--- src/sv/svpwm_pkg.sv ---
// shared constants, codes and beat types for the svpwm compare-time block
package svpwm_pkg;

   localparam int SEC_W        = 3;
   localparam int NUM_W        = 35;
   localparam int PROD_W       = 50;
   localparam int DVD_W        = PROD_W - 16;
   localparam int T_W          = DVD_W;
   localparam int S_W          = T_W + 1;
   localparam int RSC_W        = T_W + 17;
   localparam int DIV_STAGES   = DVD_W;
   localparam int RSC_STAGES   = 16;
   localparam int FIFO_DEPTH   = 4;
   localparam int FIFO_AW      = $clog2(FIFO_DEPTH);
   localparam int FIFO_CW      = $clog2(FIFO_DEPTH + 1);
   localparam int CSR_AW       = 3;
   localparam int CSR_DW       = 32;

   localparam logic signed [NUM_W-1:0] K_SQRT3        = NUM_W'(113512);
   localparam logic signed [NUM_W-1:0] K_HALF_SQRT3   = NUM_W'(56756);
   localparam logic signed [NUM_W-1:0] K_THREE_HALVES = NUM_W'(98304);

   localparam logic [15:0] PERIOD_RESET = 16'd20000;
   localparam logic [15:0] DC_BUS_RESET = 16'd2560;

   typedef enum logic {
      REG_PERIOD = 1'b0,
      REG_DC_BUS = 1'b1
   } reg_idx_type;

   typedef enum logic [SEC_W-1:0] {
      SEC_NONE = 3'd0,
      SEC_1    = 3'd1,
      SEC_2    = 3'd2,
      SEC_3    = 3'd3,
      SEC_4    = 3'd4,
      SEC_5    = 3'd5,
      SEC_6    = 3'd6,
      SEC_ALL  = 3'd7
   } sector_type;

   typedef struct packed {
      sector_type                 sec;
      logic signed [PROD_W-1:0]   px;
      logic signed [PROD_W-1:0]   py;
      logic signed [PROD_W-1:0]   pz;
   } term_type;

   typedef struct packed {
      logic       full;
      logic       empty;
   } fifo_status_type;

   typedef struct packed {
      logic [15:0]      rem;
      logic [DVD_W-1:0] dq;
      logic             neg;
   } div_lane_type;

   typedef struct packed {
      sector_type   sec;
      div_lane_type lx;
      div_lane_type ly;
      div_lane_type lz;
   } div_stage_type;

   typedef struct packed {
      sector_type     sec;
      logic [T_W-1:0] t1;
      logic [T_W-1:0] t2;
   } act_type;

   typedef struct packed {
      sector_type       sec;
      logic             over;
      logic [S_W-1:0]   s;
      logic [15:0]      t1lo;
      logic [15:0]      t2lo;
      logic [RSC_W-1:0] r1;
      logic [RSC_W-1:0] r2;
      logic [15:0]      q1;
      logic [15:0]      q2;
   } rsc_type;

   typedef struct packed {
      logic [15:0] ca;
      logic [15:0] cb;
      logic [15:0] cc;
      sector_type  sec;
      logic        over;
   } result_type;

endpackage

--- src/sv/svpwm_ifs.sv ---
// valid/ready channel interfaces for voltage requests and compare responses
interface svpwm_req_if;
   logic               valid;
   logic               ready;
   logic signed [15:0] u_alpha;
   logic signed [15:0] u_beta;

   modport source (output valid, output u_alpha, output u_beta, input ready);
   modport sink   (input valid, input u_alpha, input u_beta, output ready);
endinterface


--- src/sv/svpwm_front.sv ---
// front end: accepts request beats, finds the sector and forms the scaled terms
module svpwm_front (
   input  logic                      clock,
   input  logic                      reset,
   svpwm_req_if.sink                 req,
   input  logic [15:0]               period,
   input  svpwm_pkg::fifo_status_type status,
   output logic                      push,
   output svpwm_pkg::term_type       push_data
);
   import svpwm_pkg::*;

   typedef struct packed {
      sector_type               sec;
      logic signed [NUM_W-1:0]  nx;
      logic signed [NUM_W-1:0]  ny;
      logic signed [NUM_W-1:0]  nz;
   } num_type;

   logic                      en;
   logic                      f1_v_ff;
   logic                      f2_v_ff;
   num_type                   f1_ff;
   num_type                   f1_in;
   term_type                  f2_ff;
   term_type                  f2_in;
   logic signed [NUM_W-1:0]   a_ext;
   logic signed [NUM_W-1:0]   b_ext;
   logic signed [NUM_W-1:0]   a_sq;
   logic signed [NUM_W-1:0]   b_16;
   logic signed [NUM_W-1:0]   r2;
   logic signed [NUM_W-1:0]   r3;
   logic signed [PROD_W-1:0]  p_ext;

   assign en        = !f2_v_ff || !status.full;
   assign req.ready = en;
   assign push      = f2_v_ff && !status.full;
   assign push_data = f2_ff;

   always_comb begin
      a_ext = NUM_W'(req.u_alpha);
      b_ext = NUM_W'(req.u_beta);
      a_sq  = a_ext * K_SQRT3;
      b_16  = b_ext <<< 16;
      r2    = a_sq - b_16;
      r3    = -a_sq - b_16;
      f1_in.sec = sector_type'({r3 > 0, r2 > 0, req.u_beta > 16'sd0});
      f1_in.nx  = b_ext * K_SQRT3;
      f1_in.ny  = a_ext * K_THREE_HALVES + b_ext * K_HALF_SQRT3;
      f1_in.nz  = -(a_ext * K_THREE_HALVES) + b_ext * K_HALF_SQRT3;
   end

   always_comb begin
      p_ext     = PROD_W'($signed({1'b0, period}));
      f2_in.sec = f1_ff.sec;
      f2_in.px  = PROD_W'(f1_ff.nx) * p_ext;
      f2_in.py  = PROD_W'(f1_ff.ny) * p_ext;
      f2_in.pz  = PROD_W'(f1_ff.nz) * p_ext;
   end

   always_ff @(posedge clock) begin
      if (reset) begin
         f1_v_ff <= 1'b0;
         f2_v_ff <= 1'b0;
      end else if (en) begin
         f1_v_ff <= req.valid;
         f2_v_ff <= f1_v_ff;
      end
   end

   always_ff @(posedge clock) begin
      if (en) begin
         f1_ff <= f1_in;
         f2_ff <= f2_in;
      end
   end

endmodule

--- src/flat_wrapper.sv ---
// flat-port wrapper written by rule: the top's interface ports become plain ports
module svpwm_front_flat import svpwm_pkg::*;
  (clock, reset, period, status, push, push_data, req_valid, req_u_alpha, req_u_beta, req_ready);
  svpwm_req_if req_i ();
  input  logic clock;
  input  logic reset;
  input  logic [15:0] period;
  input  svpwm_pkg::fifo_status_type status;
  output logic push;
  output svpwm_pkg::term_type push_data;
  input wire logic [$bits(req_i.valid)-1:0] req_valid;
  input wire logic [$bits(req_i.u_alpha)-1:0] req_u_alpha;
  input wire logic [$bits(req_i.u_beta)-1:0] req_u_beta;
  output wire logic [$bits(req_i.ready)-1:0] req_ready;
  assign req_i.valid = req_valid;
  assign req_i.u_alpha = req_u_alpha;
  assign req_i.u_beta = req_u_beta;
  assign req_ready = req_i.ready;
  svpwm_front u_core (.clock(clock), .reset(reset), .req(req_i), .period(period), .status(status), .push(push), .push_data(push_data));
endmodule
--- config.mk ---
export PLATFORM = sky130hd
export DESIGN_NAME = svpwm_front_flat
export DESIGN_NICKNAME = d
export VERILOG_FILES = /design/src/sv/svpwm_pkg.sv /design/src/sv/svpwm_ifs.sv /design/src/sv/svpwm_front.sv /design/src/flat_wrapper.sv
export SDC_FILE = /design/constraint.sdc
export NUM_CORES = 2
export LEC_CHECK = 0
export BUFFER_PORTS_ARGS = -buffer_cell sky130_fd_sc_hd__buf_2
export CORE_UTILIZATION = 35
export CTS_CLUSTER_SIZE = 24
export DETAILED_ROUTE_END_ITERATION = 16
export HOLD_SLACK_MARGIN = 0.15
export SYNTH_ARGS = -nofsm -noshare
export SYNTH_HDL_FRONTEND = slang
export SYNTH_SLANG_ARGS = --single-unit
export TNS_END_PERCENT = 50
--- constraint.sdc ---
create_clock -name clock -period 26.8 [get_ports clock]
set_input_delay 5.36 -clock clock [delete_from_list [all_inputs] [get_ports clock]]
set_output_delay 5.36 -clock clock [all_outputs]
set_load 0.005 [all_outputs]
Word level (Yosys, flattened, before mapping). Index checks and enable logic that the tools add are counted.

Register bits after elaboration: 259. Bits of input ports: 53.

Add/subtract/negate cells: 6. Multipliers: 7. $lt $le $gt $ge: 3. Reductions and logical operators: 4.

Operators with widths (number): multiplier 35 x 17 -> 50 bit (2); multiplier 16 x 15 -> 31 bit (second input constant) (3); adder 35 bit (2); greater-than comparator 35 x 1 -> 1 bit (second input constant) (2); multiplier 31 x 17 -> 47 bit (1); negator 34 -> 35 bit (1); negator 35 bit (1); subtractor 34 x 32 -> 35 bit (1); subtractor 35 x 32 -> 35 bit (1); multiplier 16 x 3 -> 19 bit (second input constant) (1); greater-than comparator 16 x 1 -> 1 bit (second input constant) (1); zero test 1 bit (2); logical AND 1 bit (1); logical OR 1 bit (1).

Logic depth before layout (Yosys ltp).
Depth in word-level cells: 4. Depth in mapped cells: 36. Gate-level depth less buffers: 36.

Least setup slack after synthesis. No wires, ideal clock.

Path type: input to output. Start point: input status[1] (netlist bit). End point: output req_ready. Arrival: 9452 ps. Required time: 21440 ps. Path slack: 11988 ps. Stages on the path: 1. Cell sequence: nand2_1.

Longest elaborated chain between the ends: 2.

Ends and longest elaborated chain: from (decl) (RTL line flat_wrapper.sv:8) `input svpwm_pkg::fifo_status_type status;`; zero test 1 bit (RTL line svpwm_front.sv:35) `assign en = !f2_v_ff || !status.full;`; logical OR 1 bit (RTL line svpwm_front.sv:35); to (decl) (RTL line flat_wrapper.sv:14) `output wire logic [$bits(req_i.ready)-1:0] req_ready;`.

No other way between the ends.

==> results.yml <==
outcome:
  status: "finished clean"
placement:
  place.gp.congestion: 0.8805
  port_buffers: 199
  placed_area_mm2: 0.06796
  hpwl_um: 140200
  dp_slack_ps: 11760
cts:
  cts_resized: 0
  tritoncts: "done"
  cts_buffers: 17
  clock_latency_ps: 560
  clk_path_buf_depth: 2
  cts.clk_slew.worst_paths_ps: 100
  clockRootBuffer: "clkbuf_16"
  clock-sinks: 195
  cts.htree.levels: 4
  hold_buffers: 0
  postCtsSetupBuffers: 0
global_route:
  grt_overflow: 0
  grtUsageTotal_pct: 19.08
  antenna_found_initial: 9
  grt_pass1_wl_um: 275200
  grt_pass1_vias: 49712
  grt_start_max_net_pins: 89
floorplanning:
  start_util_pct: 35.26
  die-area_mm2: 0.1861
  fp.dieW_um: 431.4
  fp.dieH_um: 431.4
  placementRows: 157
  pin_count: 208
  core-area_mm2: 0.1831
worst_setup_path:
  r2r_slack_ps: 18470
  crit_top_cell: "ha_1"
  worstSetupStartpointType: "input pin"
  required_ps: 27110
  criticalPathCategory: "input pin to flip-flop"
  crit_path_top_delay_cell: "o41ai_1"
  cp.arrival_ps: 14890
  worstPathMaxFanout: 12
  cp_slowest_stage_delay_ps: 680
  endpoint_kind: "flip-flop"
yosys:
  synth_seq_cells: 195
  ys_types: 79
  yosys_warnings: 0
  yosysSeqAreaShare_pct: 9.041
  synthFlopType: "edfxtp_1"
  syn_avg_cell_area_um2: 9.423
  synth-edff-count: 193
  synthArstFlopShare_pct: 0
  synthesis.area_mm2: 0.06455
  syn_inst: 6850
sta:
  hold_viol: 0
  rsz0062_at_grt: "no"
  final_max_slew_viol_count: 0
  worst_slew_pin_slew_ps: 1214
  fin_ws_ps: 12210
  fin_skew_ps: 17.19
  max_freq_mhz: 68.56
  setup_viol_count_final: 0
  period_minus_slack_ps: 14590
  setup_tns_ps: 0
  maxSlewHeadroom_pct: 19.04
  min_period_over_period_pct: 54.43
drt:
  routedWlPerCell_um: 18.32
  drt_iter0_drc: 2378
  postRouteAntennaNets: 0
  firstDrtPassIters: 7
  routed_wl_um: 171200
  drcViolationCount: 0
  vias: 45453
  drt-vias-per-instance: 4.865
layout:
  fin_nets: 8932
  fin_area_mm2: 0.06862
  drive_gt1_share_pct: 4.654
  syn2layout_area_growth_pct: 6.314
  fillers: 18601
min_path:
  min_path_type: "flip-flop to flip-flop"
run:
  max_cap_viol_count: 0
layer usage:
| metal | global-route usage [%] | vias to the layer above | share of wire (%) |
|---|---|---|---|
| li1 | - | 20568 | - |
| met1 | 24.19 | 23429 | 42 |
| met2 | 33.47 | 1214 | 50 |
| met3 | 2.356 | 236 | 5.0 |
| met4 | 6.418 | 6 | 3.6 |
| met5 | 0 | - | 0.023 |
final timing paths:
path	cells after the start	end	start
setup / recovery	34	u_core.f1_ff[107]	req_u_alpha[0]
hold / removal	0	u_core.push_data[152]	u_core.f1_ff[107]
setup reg to reg	22	u_core.push_data[147]	u_core.f1_ff[83]
hold reg to reg	0	u_core.push_data[152]	u_core.f1_ff[107]
cell usage after synthesis (6+ instances only):
library cell | count | area [um^2]
o21bai_1 | 31 | 232.7
xor2_1 | 80 | 700.7
o31ai_1 | 8 | 60.06
o21a_1 | 32 | 240.2
or2_2 | 9 | 56.30
and3_1 | 21 | 131.4
nand2b_1 | 37 | 231.5
a21oi_1 | 232 | 1161
nor3b_1 | 9 | 67.56
o41ai_1 | 7 | 61.31
nor3_1 | 37 | 185.2
a21o_1 | 89 | 668.1
and2_1 | 435 | 2721
a211oi_1 | 24 | 180.2
a31o_2 | 8 | 70.07
buf_4 | 33 | 247.7
nor4_1 | 12 | 75.07
xnor2_1 | 201 | 1760
o21ai_0 | 119 | 595.6
o22ai_1 | 9 | 56.30
nand3b_1 | 7 | 52.55
or3_1 | 13 | 81.33
nor2_1 | 147 | 551.8
nand2_1 | 831 | 3119
a31oi_1 | 23 | 143.9
o211ai_1 | 18 | 135.1
fa_1 | 1462 | 29270
o221ai_1 | 6 | 52.55
nand4_1 | 37 | 231.5
nor2b_1 | 31 | 193.9
inv_1 | 1718 | 6449
ha_1 | 554 | 6932
clkbuf_1 | 229 | 859.6
a211o_1 | 15 | 131.4
nand3_1 | 42 | 210.2
edfxtp_1 | 193 | 5796
cells in the final DEF (no fill, tap or decap), drive strengths merged, types with 13 or more instances in the layout:
| cell type | n |
|---|---|
| a21oi | 234 |
| xnor2 | 201 |
| nand3 | 42 |
| and2 | 435 |
| a211o | 15 |
| xor2 | 80 |
| a211oi | 24 |
| nand2 | 831 |
| clkbuf | 17 |
| or3 | 13 |
| nor2b | 31 |
| o21a | 32 |
| nor3 | 37 |
| buf | 252 |
| and3 | 21 |
| a31oi | 23 |
| nand2b | 37 |
| a21o | 89 |
| o21bai | 31 |
| o21ai | 123 |
| fa | 1462 |
| ha | 554 |
| nor2 | 147 |
| nand4 | 37 |
| edfxtp | 193 |
| inv | 1726 |
| o211ai | 18 |
metrics by stage:
| stage | util [%] | std cells | hold WS (ps) |
|---|---|---|---|
| floorplan | - | 6856 | 400.3 |
| global placement | 37.12 | 9308 | 408.8 |
| detailed placement | 37.12 | 9308 | 417.8 |
| CTS | 37.48 | 9340 | 447.6 |
| global route | 37.48 | 9341 | 461.8 |
| finish | 37.48 | 9343 | 448.7 |
critical path: cells and delay by family:
kind                     cells  cell delay, ps
XOR/XNOR                     2             740
AND/OR/NAND/NOR              9            2160
buffers and inverters        4             590
AO/OA/AOI/OAI               10            2440
adder cells (fa/ha/maj)      9            3580
sequential cells by signal (all words and copies together) (netlist names):
signal / flops
u_core.push_data: 120
u_core.f1_ff: 73
u_core.f1_v_ff: 1
u_core.f2_v_ff: 1
cells by family after synthesis:
kind of cell	count (synthesis)	synth area share [%]
AOI/OAI and AO/OA	679	6.682
xor gates and xnor gates	281	3.813
adders and majority gates	2021	56.17
buffers and inverters	1983	11.72
DFF	195	9.041
muxes	7	0.1124
other	1	0.005810
and+or+nand+nor	1683	12.45
layout make-up:
cell class / count / area (um^2) / share of cell area [%]
antenna: 3 / 7.507 / 0.01094
clock buffer: 17 / 425.4 / 0.6199
clock inverter: 15 / 231.5 / 0.3373
inverter: 1719 / 6452 / 9.403
multi-input combinational: 4678 / 51180 / 74.58
sequential: 195 / 5836 / 8.504
tap: 2464 / 3083 / 4.493
timing repair buffer: 252 / 1406 / 2.049
Power is not shown: default switching activity piles up to over one toggle a cycle in this logic, so the estimate is an artifact.
