### src/sv/svpwm_pkg.sv
// shared constants, codes and beat types for the svpwm compare-time block
package svpwm_pkg;

   localparam int SEC_W        = 3;
   localparam int NUM_W        = 35;
   localparam int PROD_W       = 50;
   localparam int DVD_W        = PROD_W - 16;
   localparam int T_W          = DVD_W;
   localparam int S_W          = T_W + 1;
   localparam int RSC_W        = T_W + 17;
   localparam int DIV_STAGES   = DVD_W;
   localparam int RSC_STAGES   = 16;
   localparam int FIFO_DEPTH   = 4;
   localparam int FIFO_AW      = $clog2(FIFO_DEPTH);
   localparam int FIFO_CW      = $clog2(FIFO_DEPTH + 1);
   localparam int CSR_AW       = 3;
   localparam int CSR_DW       = 32;

   localparam logic signed [NUM_W-1:0] K_SQRT3        = NUM_W'(113512);
   localparam logic signed [NUM_W-1:0] K_HALF_SQRT3   = NUM_W'(56756);
   localparam logic signed [NUM_W-1:0] K_THREE_HALVES = NUM_W'(98304);

   localparam logic [15:0] PERIOD_RESET = 16'd20000;
   localparam logic [15:0] DC_BUS_RESET = 16'd2560;

   typedef enum logic {
      REG_PERIOD = 1'b0,
      REG_DC_BUS = 1'b1
   } reg_idx_type;

   typedef enum logic [SEC_W-1:0] {
      SEC_NONE = 3'd0,
      SEC_1    = 3'd1,
      SEC_2    = 3'd2,
      SEC_3    = 3'd3,
      SEC_4    = 3'd4,
      SEC_5    = 3'd5,
      SEC_6    = 3'd6,
      SEC_ALL  = 3'd7
   } sector_type;

   typedef struct packed {
      sector_type                 sec;
      logic signed [PROD_W-1:0]   px;
      logic signed [PROD_W-1:0]   py;
      logic signed [PROD_W-1:0]   pz;
   } term_type;

   typedef struct packed {
      logic       full;
      logic       empty;
   } fifo_status_type;

   typedef struct packed {
      logic [15:0]      rem;
      logic [DVD_W-1:0] dq;
      logic             neg;
   } div_lane_type;

   typedef struct packed {
      sector_type   sec;
      div_lane_type lx;
      div_lane_type ly;
      div_lane_type lz;
   } div_stage_type;

   typedef struct packed {
      sector_type     sec;
      logic [T_W-1:0] t1;
      logic [T_W-1:0] t2;
   } act_type;

   typedef struct packed {
      sector_type       sec;
      logic             over;
      logic [S_W-1:0]   s;
      logic [15:0]      t1lo;
      logic [15:0]      t2lo;
      logic [RSC_W-1:0] r1;
      logic [RSC_W-1:0] r2;
      logic [15:0]      q1;
      logic [15:0]      q2;
   } rsc_type;

   typedef struct packed {
      logic [15:0] ca;
      logic [15:0] cb;
      logic [15:0] cc;
      sector_type  sec;
      logic        over;
   } result_type;

endpackage

### src/sv/svpwm_fifo.sv
// short queue that decouples the front end from the divider pipeline
module svpwm_fifo (
   input  logic                       clock,
   input  logic                       reset,
   input  logic                       push,
   input  svpwm_pkg::term_type        push_data,
   input  logic                       pop,
   output svpwm_pkg::term_type        pop_data,
   output svpwm_pkg::fifo_status_type status
);
   import svpwm_pkg::*;

   term_type                 mem_ff [FIFO_DEPTH];
   logic [FIFO_AW-1:0]       wr_ptr_ff;
   logic [FIFO_AW-1:0]       rd_ptr_ff;
   logic [FIFO_CW-1:0]       count_ff;
   logic [FIFO_CW-1:0]       count_in;
   logic                     do_push;
   logic                     do_pop;

   assign status.full  = count_ff == FIFO_CW'(FIFO_DEPTH);
   assign status.empty = count_ff == '0;
   assign do_push      = push && !status.full;
   assign do_pop       = pop && !status.empty;
   assign pop_data     = mem_ff[rd_ptr_ff];

   always_comb begin
      count_in = count_ff;
      if (do_push && !do_pop) begin
         count_in = count_ff + 1'b1;
      end else if (do_pop && !do_push) begin
         count_in = count_ff - 1'b1;
      end
   end

   always_ff @(posedge clock) begin
      if (reset) begin
         wr_ptr_ff <= '0;
         rd_ptr_ff <= '0;
         count_ff  <= '0;
      end else begin
         count_ff <= count_in;
         if (do_push) begin
            wr_ptr_ff <= wr_ptr_ff + 1'b1;
         end
         if (do_pop) begin
            rd_ptr_ff <= rd_ptr_ff + 1'b1;
         end
      end
   end

   always_ff @(posedge clock) begin
      if (do_push) begin
         mem_ff[wr_ptr_ff] <= push_data;
      end
   end

endmodule

### config.mk
export PLATFORM = sky130hd
export DESIGN_NAME = svpwm_fifo
export DESIGN_NICKNAME = d
export VERILOG_FILES = /design/src/sv/svpwm_pkg.sv /design/src/sv/svpwm_fifo.sv
export SDC_FILE = /design/constraint.sdc
export NUM_CORES = 1
export LEC_CHECK = 0
export ABC_AREA = 1
export BUFFER_PORTS_ARGS = -buffer_cell sky130_fd_sc_hd__buf_2
export CORE_ASPECT_RATIO = 0.9
export CORE_MARGIN = 3
export CORE_UTILIZATION = 31
export DETAILED_ROUTE_END_ITERATION = 8
export GPL_ROUTABILITY_DRIVEN = 0
export HOLD_SLACK_MARGIN = 0.03
export SETUP_SLACK_MARGIN = 0.2
export SLEW_MARGIN = 30
export SYNTH_ARGS = -nofsm -noshare
export SYNTH_HDL_FRONTEND = slang
export SYNTH_SLANG_ARGS = --single-unit
### constraint.sdc
create_clock -name clock -period 14.2 [get_ports clock]
set_clock_uncertainty 0.05 [all_clocks]
set_input_delay 2.13 -clock clock [delete_from_list [all_inputs] [get_ports clock]]
set_output_delay 2.13 -clock clock [all_outputs]
set_load 0.01 [all_outputs]
======== After elaboration in Yosys (flattened, before gate mapping) ========
Memories as Yosys holds them, arrays and structs flattened. A register that Yosys moved wholly into a read port is not among the register bits.
Index checks and enable logic that the tools add are counted.
word-level totals
  register bits after elaboration ......... 7
  RAM bits ................................ 612
  logic and storage cells ................. 25
  memories kept ........................... 1
memory list
  name    depth  width  read ports  clocked after Yosys merged registers in  write ports  line              source
  mem_ff  4      153    1           1                                        1            svpwm_fifo.sv:13  term_type mem_ff [FIFO_DEPTH];
cells by class
  $add $sub $neg .......................... 4
  equality and inequality tests ........... 1
  muxes and demuxes ....................... 6
  reductions and logical operators ........ 10
operator list
  cell                 number
  $mux 3               2
  $add 2x1->2 const B  2
  $logic_and 1x1->1    4
  $logic_not 1->1      4
  $mux 2               2
  $add 3x1->3 const B  1
  $eq 3x3->1 const B   1
  $logic_not 3->1      1
  $sub 3x1->3 const B  1
  $mux 1               2
  $reduce_bool 2->1    1

======== Logic depth before layout (Yosys ltp) ========
Gate-level depths: netlist of the first run.
  depth after elaboration ................. 7
  gate-level depth with buffers ........... 13
  depth with buffers taken out ............ 13

======== Worst setup path after synthesis of the first run ========
Ideal clock, no wire load.
  path type ............................... input to register
  start point ............................. input push
  end point ............................... memory mem_ff[0][0] (netlist name), enable pin
  setup time .............................. 668 ps
  arrival time ............................ 8591 ps
  setup slack ............................. 4891 ps
  cell stages on the path ................. 2
  buffers on the path ..................... 0
  cell sequence ........................... nand2_1 -> nor2_1
between the ends
  word-level cells in the longest chain between the ends .. 3
RTL lines
  element                       line              source
  start, declared               svpwm_fifo.sv:5   input logic push,
  $logic_and 1x1->1             svpwm_fifo.sv:23  assign do_push = push && !status.full;
  $mux 1                        svpwm_fifo.sv:53  if (do_push) begin
  $mux 1 (implied by the code)  svpwm_fifo.sv:54  mem_ff[wr_ptr_ff] <= push_data;
  end, declared                 svpwm_fifo.sv:13
No other way between the ends.

==> qor.csv, run 1 <==
metric,value,unit
sequential_cell_area,0.01857,mm^2
synth_warnings,0,
crit_required,12020,ps
crit_type,reg -> out,
ios,312,
hold_violations,0,
power_frac_seq,44.9,%
first_pass_iters,5,
antenna_found_initial,18,
min_from,rd_ptr_ff[1],
reg2reg_slack,11190,ps
grt_pass1_wl,82.00,mm
synth_top_area_cell,edfxtp_1,
final_cell_mix,"edfxtp_1 (612), nor2_1 (316), buf_2 (311), o21ai_0 (288), o22ai_1 (153)",
gr-total-overflow,0,
wire_per_inst,19.12,um
clk_path_buf_depth,3,
power_leakage,9.497,nW
die-height,265.4,um
postSynthCellCount,1549,
worst_pin_slew,954.7,ps
hold_path_depth,2,
via_per_inst,4.803,
clkSinkCount,621,
drive_above_1_share,22.99,%
tns,0,ps
track_usage,13.79,%
cts_buffers,69,
multiInputGateArea,0.003915,mm^2
fin_crit_sh,40.76,%
timing.rr.end,mem_ff[3][47],
cap_viol_max_count,0,
core_area,0.07363,mm^2
syn-num-nets,1712,
arrival,3610,ps
swShare,30.24,%
final-setup-viol-count,0,
slowest_delay,840,ps
slew_violations,0,
cts_setup_buffers,0,
start_kind,flip-flop,
relSlewSlack,36.35,%
switchingPower,1.540,mW
grt_max_degree,128,
num_rows,94,
clkPwrFrac,32.9,%
path_cells,buf_4 > buf_4 > o21ai_0 > o22ai_1 > buf_2,
first_iter_violations,734,
end_kind,primary output,
post-route-min-period,5787,ps
rsz0062_at_grt,false,
hpwlAfterDp,30.33,mm
crit_path_frequent_cell,buf_4,
routed_wl,55.02,mm
initial_utilization,31.47,%
fillerInstances,6909,
crit_slowest_cell,buf_4,
cts-resized-gates,0,
cts.clk_slew.worst_paths,60,ps
synth_seq_cells,621,
area_growth,19.44,%
grt_pass1_vias,14210,
port_buffers,311,
fmax,172.8,MHz
htreeDepth,3,
avgSynthCellArea,14.96,um^2
cts_tree,yes,
yosysSeqAreaShare,80.08,%
cts_root_buf,clkbuf_16,
hold_class,reg -> reg,
cts_hold_buffers,0,
vias,13820,
reg2regPathDepth,6,
max-vdd-ir-drop,0.1237,mV
ant_nets,0,
drc,0,
fin_util,37.59,%
p_comb_share,22.1,%
clk_latency,580,ps
p_int,3.553,mW
r2r_start,count_ff[0],
synth_top_area_share,79.30,%
synth_area,0.02317,mm^2
cp_max_fo,88,
nets,2014,
power_density,184.0,mW/mm^2
die-area,0.07807,mm^2
synth_cell_types,22,
netlist_top_cells_area,"edfxtp_1 (79%), o21ai_0 (6.2%), nor2_1 (5.2%)",
die_w,294.2,um
status,completed,
final_common_cell,edfxtp_1,
[cell usage after synthesis]
cell,n
clkbuf_2,2
edfxtp_1,612
o21ai_1,19
buf_8,3
nand3_1,4
clkbuf_1,40
inv_2,1
dfxtp_1,9
inv_8,1
a21oi_1,3
ha_1,5
fa_1,1
o21ai_0,288
o22ai_1,153
nand3b_1,1
inv_1,16
buf_2,24
nor2_1,320
buf_6,26
nand2_1,15
buf_4,5
xor2_1,1
[per-stage QoR]
stage | power (mW) | area, um^2 | cells | hold WS (ps) | setup WS, ps
floorplan | 3.056 | 23170 | 1549 | 409.4 | 4891
global placement | 3.437 | 25470 | 2739 | 422.9 | 8996
detailed placement | 3.475 | 25470 | 2739 | 458.5 | 8945
CTS | 5.172 | 27620 | 2864 | 466.9 | 8289
global route | 5.368 | 27650 | 2867 | 500.8 | 8020
finish | 5.092 | 27680 | 2877 | 461.3 | 8413
[per-layer routing]
layer / up-vias / wire length, um / track usage, %
li1: 6479 / - / -
met1: 6870 / 22260 / 16.48
met5: - / 86 / 0
met3: 104 / 4543 / 5.368
met2: 353 / 26730 / 23.05
met4: 12 / 1397 / 4.180
[power by group through the flow]
stage | combinational (mW) | clock, mW | sequential, mW
after floorplan | 0.714 | 0 | 2.34
after global placement | 1.12 | 0 | 2.32
after detailed placement | 1.15 | 0 | 2.33
after CTS | 1.15 | 1.73 | 2.29
after global routing | 1.25 | 1.81 | 2.30
final | 1.13 | 1.68 | 2.29
[critical path, delay by kind of cell, from the launching register on]
family	cells	cell delay (ps)
buffers and inverters	3	1740
flip-flops	1	700
AO/OA/AOI/OAI	2	440
[state kept, by name (all words and copies together), names as in the netlist, named ones only]
name,flops
count_ff,3
rd_ptr_ff,2
mem_ff,612
wr_ptr_ff,2
[final cells by class]
cell class	count	area share [%]
clock buffers	83	6.577
diodes	12	0.1085
well taps	960	4.340
clock inverters	42	1.180
repair buffers	331	6.297
multi-input cells	810	14.14
inverters	18	0.2803
flip-flops and latches	621	67.07
[cell families (layout without fill, tap and decap cells)]
group / Yosys count / count (layout) / synth area share, %
simple gates: 340 / 340 / 5.545
xor+xnor: 1 / 1 / 0.03780
flops: 621 / 621 / 80.08
compound gates: 463 / 463 / 10.83
buf+inv: 118 / 474 / 3.153
other cells: 0 / 12 / 0
fa+ha+maj: 6 / 6 / 0.3564
[worst max-delay path by stage]
| stage | slack, ps | cells past startpoint | end |
|---|---|---|---|
| final | 8410 | 5 | pop_data[149] |
| after global routing | 8020 | 5 | pop_data[125] |
| after CTS | 8290 | 5 | pop_data[125] |
| after detailed placement | 8940 | 5 | pop_data[125] |
| after global placement | 9000 | 5 | pop_data[64] |
| after floorplan | 4890 | 2 | mem_ff[0][0] |
(Power assumes the default switching activity.)
==> run 2, diff against run 1 <==
Settings changed: ABC_AREA 1 to 0.
Clock period 14.2 ns to 5.53 ns, I/O delays scaled along.
==> qor.csv, run 2 <==
metric,value,unit
status,completed,
area_growth,21.90,%
first_pass_iters,4,
gr-total-overflow,0,
hpwlAfterDp,26.46,mm
postSynthCellCount,847,
yosysSeqAreaShare,82.49,%
power_leakage,8.999,nW
detailed_place.area,0.02525,mm^2
hold_violations,0,
clkSinkCount,621,
synth_cell_types,22,
cts-resized-gates,0,
via_per_inst,4.567,
cts.clk_slew.worst_paths,70,ps
die-height,261.6,um
postLayoutCellArea,0.02742,mm^2
place_ws,2386,ps
fillerInstances,6509,
min_from,push_data[77],
rsz0062_at_grt,false,
slew_violations,0,
fmax,270.5,MHz
crit_type,reg -> out,
avgSynthCellArea,26.56,um^2
netlist_top_cells_area,"edfxtp_1 (82%), mux4_2 (15%), dfxtp_1 (0.80%)",
core_area,0.07168,mm^2
die_w,290.0,um
post-synth-top-count-cell,edfxtp_1,
grt_max_degree,90,
crit_required,4650,ps
largest_reg_flops,612,
clkPwrFrac,33.6,%
syn-num-nets,1010,
hold_class,in -> reg,
htreeDepth,3,
r2r_start,count_ff[0],
synth_area,0.02250,mm^2
cts_setup_buffers,0,
synth_seq_cells,621,
clk_latency,590,ps
post-route-min-period,3697,ps
top_register,mem_ff,
switchingPower,3.309,mW
synth_warnings,0,
p_int,9.529,mW
routed_wl,44.88,mm
swShare,25.78,%
power_frac_seq,45.4,%
final-setup-viol-count,0,
cap_viol_max_count,0,
cts_buffers,68,
max-vdd-ir-drop,0.3024,mV
track_usage,11.77,%
fin_crit_sh,66.86,%
end_kind,primary output,
drive_above_1_share,45.63,%
synth_top_area_share,81.69,%
arrival,2820,ps
hold_path_depth,1,
die-area,0.07585,mm^2
grt_pass1_wl,67.30,mm
drc,0,
final_common_cell,edfxtp_1,
p_comb_share,21.0,%
relSlewSlack,44.50,%
synth-edff-count,612,
first_iter_violations,560,
cts_hold_buffers,0,
power_density,468.2,mW/mm^2
ys.flop_type,edfxtp_1,
synth_top_area_cell,edfxtp_1,
worst_pin_slew,832.5,ps
cts_tree,yes,
wire_per_inst,20.24,um
cp_max_fo,72,
initial_utilization,31.39,%
vias,10130,
reg2regPathDepth,4,
nets,1371,
async_flop_share,0,%
cts_root_buf,clkbuf_16,
synth_common_cells,"edfxtp_1 (612), mux4_2 (153), buf_2 (17), buf_6 (9), dfxtp_1 (9)",
clk_path_buf_depth,3,
tns,0,ps
final_cell_mix,"edfxtp_1 (612), buf_2 (311), mux4_2 (153), clkbuf_16 (70), clkbuf_1 (17)",
grt_pass1_vias,10740,
top_regs,"mem_ff x612, count_ff x3",
port_buffers,311,
antenna_found_initial,13,
num_rows,93,
ios,312,
start_kind,flip-flop,
ant_nets,0,
setup_ws,1833,ps
## run 2: cell count changes after synthesis, moves of 17 or more
cell      before  now
mux4_2         0  153
o21ai_0      288    2
o21ai_1       19    0
clkbuf_1      40    7
nor2_1       320    6
o22ai_1      153    0
buf_6         26    9
## run 2: worst paths after layout
kind	slack [ps]	end
min reg2reg	470	wr_ptr_ff[1]
max	1830	pop_data[88]
max reg2reg	2860	mem_ff[0][102]
min	400	mem_ff[3][77]
## run 2: per-stage QoR
stage | total power [mW] | std cells | utilization [%] | hold WS [ps]
after global routing | 13.47 | 2209 | 38.23 | 361.5
final | 12.84 | 2217 | 38.26 | 397.7
after floorplan | 7.705 | 847 | - | 431.8
after global placement | 8.698 | 2088 | 35.23 | 446.8
after CTS | 13.12 | 2208 | 38.23 | 344.8
after detailed placement | 8.725 | 2088 | 35.23 | 458.3
## run 2: cells by family after synthesis
logic type | synth area share [%]
fa+ha+maj | 0.3671
xor+xnor | 0.1557
buf+inv | 1.046
compound gates | 0.1613
mux | 15.41
simple gates | 0.3781
flops | 82.49
## run 2: worst max-delay path, cell delays in order, from the launching register on
cell and delay (ps):
dfxtp_4 700, buf_12 400, mux4_2 620, buf_2 170
## run 2: final cells by class
| cell class | count | area (um^2) | share of cell area (%) |
|---|---|---|---|
| clock buffer | 88 | 1829 | 6.670 |
| clock inverter | 32 | 319.1 | 1.163 |
| antenna | 9 | 22.52 | 0.08212 |
| timing repair buffer | 326 | 1769 | 6.451 |
| inverter | 4 | 15.01 | 0.05475 |
| tap | 950 | 1189 | 4.334 |
| multi-input combinational | 187 | 3715 | 13.55 |
| sequential | 621 | 18570 | 67.70 |
## run 2: per-layer routing
metal,track usage [%],share of wire [%]
met5,0,0.20
met4,3.751,2.5
met3,4.816,8.8
met2,18.78,49
met1,14.71,40
## run 2: power groups by stage
stage / clock (mW) / sequential [mW] / combinational (mW)
floorplan: 0 / 5.88 / 1.82
global placement: 0 / 5.91 / 2.79
detailed placement: 0 / 5.93 / 2.79
CTS: 4.48 / 5.84 / 2.80
global route: 4.67 / 5.87 / 2.94
finish: 4.32 / 5.82 / 2.70
